--- config.mk ---
export PLATFORM = sky130hd
export DESIGN_NAME = mbsc_core
export DESIGN_NICKNAME = d
export VERILOG_FILES = /design/src/hw/rtl/mbsc_pkg.sv /design/src/hw/rtl/mbsc_core.sv
export SDC_FILE = /design/constraint.sdc
export NUM_CORES = 1
export LEC_CHECK = 0
export ABC_AREA = 1
export BUFFER_PORTS_ARGS = -buffer_cell sky130_fd_sc_hd__buf_2
export CAP_MARGIN = 20
export CORE_MARGIN = 1
export CORE_UTILIZATION = 25
export CTS_CLUSTER_DIAMETER = 80
export CTS_CLUSTER_SIZE = 14
export DETAILED_ROUTE_END_ITERATION = 7
export GPL_TIMING_DRIVEN = 0
export MAX_ROUTING_LAYER = met4
export PLACE_DENSITY = 0.51
export SYNTH_ARGS = -nofsm -noshare
export SYNTH_HDL_FRONTEND = slang
export SYNTH_SLANG_ARGS = --single-unit
--- constraint.sdc ---
create_clock -name clk -period 3.9 [get_ports clk]
set_input_delay 0.585 -clock clk [delete_from_list [all_inputs] [get_ports clk]]
set_output_delay 0.585 -clock clk [all_outputs]
set_load 0.02 [all_outputs]
--- src/hw/rtl/mbsc_pkg.sv ---
// ----------------------------------------------------------------------------
// mbsc_pkg
// shared types and constants of the mailbox sequence checker
// ----------------------------------------------------------------------------
package mbsc_pkg;

  localparam int unsigned WINDOW_W    = 31;
  localparam int unsigned THRESH_W    = 8;
  localparam int unsigned RUN_W       = 8;
  localparam int unsigned FUNC_W      = 2;
  localparam int unsigned RX_W        = 32;
  localparam int unsigned CFG_ADDR_W  = 1;
  localparam int unsigned CFG_DATA_W  = 31;
  localparam int unsigned IN_DATA_W   = 40;

  localparam logic [WINDOW_W-1:0] WINDOW_RESET = WINDOW_W'(1024);
  localparam logic [THRESH_W-1:0] THRESH_RESET = THRESH_W'(8);

  // register indexes
  localparam logic [CFG_ADDR_W-1:0] CFG_WINDOW = 1'b0;
  localparam logic [CFG_ADDR_W-1:0] CFG_THRESH = 1'b1;

  // operation codes, the high bit alone selects arm
  localparam logic [FUNC_W-1:0] FUNC_VALIDATE = 2'd0;
  localparam logic [FUNC_W-1:0] FUNC_COMMIT   = 2'd1;
  localparam logic [FUNC_W-1:0] FUNC_ARM      = 2'd2;
  localparam logic [FUNC_W-1:0] FUNC_SPARE    = 2'd3;

  typedef enum logic [2:0] {
    OC_IN_ORDER = 3'd0,
    OC_PENDING  = 3'd1,
    OC_GAP      = 3'd2,
    OC_FORCED   = 3'd3,
    OC_RANGE    = 3'd4,
    OC_REJECTED = 3'd5,
    OC_COMMIT   = 3'd6,
    OC_ARMED    = 3'd7
  } outcome_t;

  typedef struct packed {
    logic [WINDOW_W-1:0] window;
    logic [THRESH_W-1:0] threshold;
  } cfg_t;

endpackage

--- src/hw/rtl/mbsc_core.sv ---
// ----------------------------------------------------------------------------
// mbsc_core
// sequence state registers and the per-item decision logic
// ----------------------------------------------------------------------------
module mbsc_core #(
  parameter int unsigned SEQ_BITS = 31
) (
  input  logic                              clk,
  input  logic                              rst_n,
  input  logic                              fire,
  input  logic [mbsc_pkg::FUNC_W-1:0]       func,
  input  logic [mbsc_pkg::RX_W-1:0]         rx,
  input  mbsc_pkg::cfg_t                    cfg,
  output logic                              accepted,
  output mbsc_pkg::outcome_t                outcome,
  output logic [SEQ_BITS-1:0]               exp_before,
  output logic [SEQ_BITS-1:0]               exp_after,
  output logic [SEQ_BITS-1:0]               outb_now,
  output logic [mbsc_pkg::RUN_W-1:0]        run_now
);
  import mbsc_pkg::*;

  logic [SEQ_BITS-1:0] exp_r, exp_nxt;
  logic [SEQ_BITS-1:0] outb_r, outb_nxt;
  logic                armed_r, armed_nxt;
  logic [RUN_W-1:0]    run_r, run_nxt;

  logic [SEQ_BITS-1:0] rx_s;
  logic [SEQ_BITS-1:0] gap;
  logic                out_of_range;
  logic                in_window;
  logic [RUN_W-1:0]    run_inc;

  assign rx_s         = rx[SEQ_BITS-1:0];
  assign out_of_range = |(rx >> SEQ_BITS);
  assign gap          = rx_s - exp_r;
  assign in_window    = (33'(gap) <= 33'(cfg.window));
  assign run_inc      = run_r + RUN_W'(1);

  always_comb begin
    exp_nxt   = exp_r;
    outb_nxt  = outb_r;
    armed_nxt = armed_r;
    run_nxt   = run_r;
    accepted  = 1'b1;
    outcome   = OC_ARMED;
    if (func[1]) begin
      armed_nxt = 1'b1;
      outcome   = OC_ARMED;
    end else if (func == FUNC_COMMIT) begin
      outb_nxt = outb_r + SEQ_BITS'(1);
      outcome  = OC_COMMIT;
    end else if (out_of_range) begin
      accepted = 1'b0;
      outcome  = OC_RANGE;
    end else if (armed_r) begin
      armed_nxt = 1'b0;
      run_nxt   = '0;
      exp_nxt   = rx_s + SEQ_BITS'(1);
      outcome   = OC_PENDING;
    end else if (rx_s == exp_r) begin
      run_nxt = '0;
      exp_nxt = rx_s + SEQ_BITS'(1);
      outcome = OC_IN_ORDER;
    end else if (in_window) begin
      run_nxt = '0;
      exp_nxt = rx_s + SEQ_BITS'(1);
      outcome = OC_GAP;
    end else if (run_inc >= cfg.threshold) begin
      run_nxt = '0;
      exp_nxt = rx_s + SEQ_BITS'(1);
      outcome = OC_FORCED;
    end else begin
      run_nxt  = run_inc;
      accepted = 1'b0;
      outcome  = OC_REJECTED;
    end
  end

  assign exp_before = exp_r;
  assign exp_after  = exp_nxt;
  assign outb_now   = outb_nxt;
  assign run_now    = run_nxt;

  always_ff @(posedge clk) begin
    if (!rst_n) begin
      exp_r   <= '0;
      outb_r  <= '0;
      armed_r <= 1'b0;
      run_r   <= '0;
    end else if (fire) begin
      exp_r   <= exp_nxt;
      outb_r  <= outb_nxt;
      armed_r <= armed_nxt;
      run_r   <= run_nxt;
    end
  end

endmodule

==> results.ini <==
[sta]
worst_pin_slew_ps = 734
drv_slew = 0
max_freq_mhz = 217
rsz0062_at_grt = true
worst_slack_ps = -712
slew_headroom = 0.511
fin_crit_ps = 4610
fin_setup_tns_ps = -27480
hold_viol = 0
setup_violations = 43
skew_ps = 12.2
period_share = 1.18

[pwr]
irDropWorstVdd_v = 0.000184
p_leak_nw = 5.70
pwr_density_cell_nw_per_um2 = 312
total_power_mw = 3.57

[worst_setup_path]
crit_path_start = exp_before[3]$_SDFFE_PN0P_
arrival_ps = 4030
worst_ep_required_time_ps = 3310
rr_startpoint = exp_before[3]$_SDFFE_PN0P_
critical_path_class = flip-flop to primary output
path_max_fanout = 5
critPathLaunchType = flip-flop
endpoint_kind = primary output

[drt]
drt_iter0_markers = 458
wl_per_cell_microns = 16.3
viasPerCell = 4.66
dr.pass1.iters = 5
drc = 0
finalWirelength_microns = 31400
ant_nets = 0
vias = 8988

[die]
start_util = 0.257
rows = 64
die_w_microns = 180
die_y_microns = 180
ioPinCount = 181
core-area_sq_um = 30900
die_area_sq_um = 32500

[global_routing]
overflow = 0
grtUsageTotal = 0.197
grt_pass1_wl_microns = 48200
grt_max_degree = 14
antenna_found_initial = 0
grt_pass1_vias = 8580

[run_status]
status = finished with violations
violations = negative setup slack

[clock_tree]
cts_tree = done
cts_buffer_depth = 2
clk_latency_ps = 350
h-tree-depth = 3
cts_buffers = 9
hold_buffers = 0
cts.clk_slew.worst_paths_ps = 70
cts.sinks = 71
cts-root-buf = clkbuf_16

[place]
routabilityCongestion = 0.917
placed_area_sq_um = 9500
dpl.hpwl_microns = 25600
place_ws_ps = -1350
io_buffers = 177

[cells_and_area]
n_fill_cell = 3389
drive_gt1_frac = 0.348
utilization = 0.370
area_delta_synth_final_pct = 43.9
seq_area_sq_um = 1460
diodes = 0
fin_nets = 1678
design_area_sq_um = 11400
multi_input_area_sq_um = 6470

[synth]
synthMuxAreaShare = 0
syn_avg_cell_area_sq_um = 6.14
synth_edf_count = 0
synth_fp_nets = 1443
synth-seq-area-share = 0.179
ys_ff_latch = 71
synthXorXnorAreaFrac = 0.0991
synthCells = 1294
netlist_area_sq_um = 7950
synth-simple-area-share = 0.319
synth_fa_ha_area_frac = 0.116
ys_warn_count = 0
synth_flop_cell = dfxtp_1
synth_cell_type_count = 50
synth_top_family_by_area = simple AND/OR/NAND/NOR gates
synth_compound_gate_area_share = 0.145
ys_async_sr_fraction = 0

[hold_path]
holdCritStartpoint = armed_r$_SDFFE_PN0P_
hp-class = flip-flop to flip-flop

[flow_run]
drv_cap = 0

## worst max-delay path: stages (launching register included)
cell and delay (ps):
dfxtp_2 350, inv_4 50, ha_4 250, a21oi_4 140, o21ai_4 90, a21oi_4 240
inv_2 70, a21o_1 220, nand3_2 70, nand2_2 70, xnor2_2 140, ha_1 330
nand2_2 60, nor2_2 130, nand4_1 190, nor2_2 200, nand3b_1 110, buf_6 140
nand4_4 110, nand2_4 70, buf_12 150, buf_12 140, nand2_4 50, nand2_2 70
inv_2 80, buf_6 120
## Yosys cell counts, types with 4 or more instances
cell type / instances / area [sq um]
a21oi_2: 12 / 105
buf_6: 4 / 45.0
nor4_1: 7 / 43.8
a21o_1: 5 / 37.5
inv_1: 250 / 938
clkbuf_1: 18 / 67.6
nor2_2: 5 / 31.3
xor2_1: 69 / 604
nand2_1: 274 / 1030
a21oi_1: 99 / 495
ha_1: 72 / 901
nor2_1: 100 / 375
nand3_1: 83 / 415
o21ai_1: 4 / 20.0
buf_2: 4 / 20.0
nor3_1: 30 / 150
nand2_2: 25 / 156
a21boi_0: 4 / 30.0
dfxtp_1: 71 / 1420
nand4_1: 22 / 138
xnor2_1: 21 / 184
o21ai_0: 68 / 340
## cell type report
class,count,share of cell area
well taps,396,0.0433
repair buffers,224,0.135
clock buffers,10,0.0200
plain buffers,32,0.0187
inverters,255,0.0863
multi-input cells,936,0.565
flip-flops and latches,71,0.127
clock inverters,6,0.00394
## logic make-up after synthesis
group	after synthesis
flip-flops	71
buffers and inverters	287
adder cells (fa/ha/maj)	73
XOR/XNOR	90
AO/OA/AOI/OAI	208
AND/OR/NAND/NOR	565
## report_power, final
group | switching, mW | internal, mW | leakage, nW
clock | 0.350 | 0.434 | 0.126
combinational | 1.14 | 0.811 | 4.98
sequential | 0.0538 | 0.782 | 0.595
total | 1.55 | 2.03 | 5.70
## flip-flops by register name, summed over array words and instances, names as in the netlist
register    cells
armed_r         1
outb_r         31
exp_before     31
run_r           8
## per-stage QoR
step                instances  hold WS [ps]
global route             1930           501
finish                   1930           471
CTS                      1920           473
detailed placement       1867           464
global placement         1867           453
floorplan                1294           444
## path summary, 6_finish.rpt
| path | endpoint | slack [ps] | depth (start not counted) |
|---|---|---|---|
| setup / recovery | exp_after[29] | -710 | 25 |
| hold / removal | armed_r$_SDFFE_PN0P_ | 470 | 2 |
| hold reg to reg | armed_r$_SDFFE_PN0P_ | 470 | 2 |
| setup reg to reg | exp_before[4]$_SDFFE_PN0P_ | 110 | 24 |
## metal layers
metal  part of all wire  routed length, microns  track usage  vias to the layer above
li1                   -                       -            -                     4605
met1               0.49                   15500        0.265                     4143
met5                  0                       0            -                        -
met3              0.052                    1650       0.0352                       16
met2               0.45                   14100        0.311                      224
met4             0.0069                     216       0.0270                        0
## timing repair
| item | CTS | global route |
|---|---|---|
| pin swaps | 36 | 22 |
| gates cloned | 2 | 0 |
| setup endpoints to repair | 82 | 82 |
| setup buffers | 35 | 12 |
| gates resized for setup | 226 | 112 |
## placed cells by master (no fill, tap or decap), types with 9 or more instances in the layout
master / count
nor2_2: 10
nand4_1: 22
nor3_1: 29
clkbuf_1: 19
nand2_1: 214
clkbuf_16: 9
nand3_2: 33
nor2_1: 93
dfxtp_1: 50
nand2_2: 55
dfxtp_2: 18
buf_6: 41
a21oi_1: 76
nand2_4: 32
inv_1: 216
ha_1: 45
xnor2_1: 20
inv_2: 30
ha_4: 25
o21ai_0: 60
buf_4: 49
buf_2: 136
nand3_1: 52
a21oi_2: 31
xor2_1: 69
Note: power is estimated with default switching activity, not from simulation.
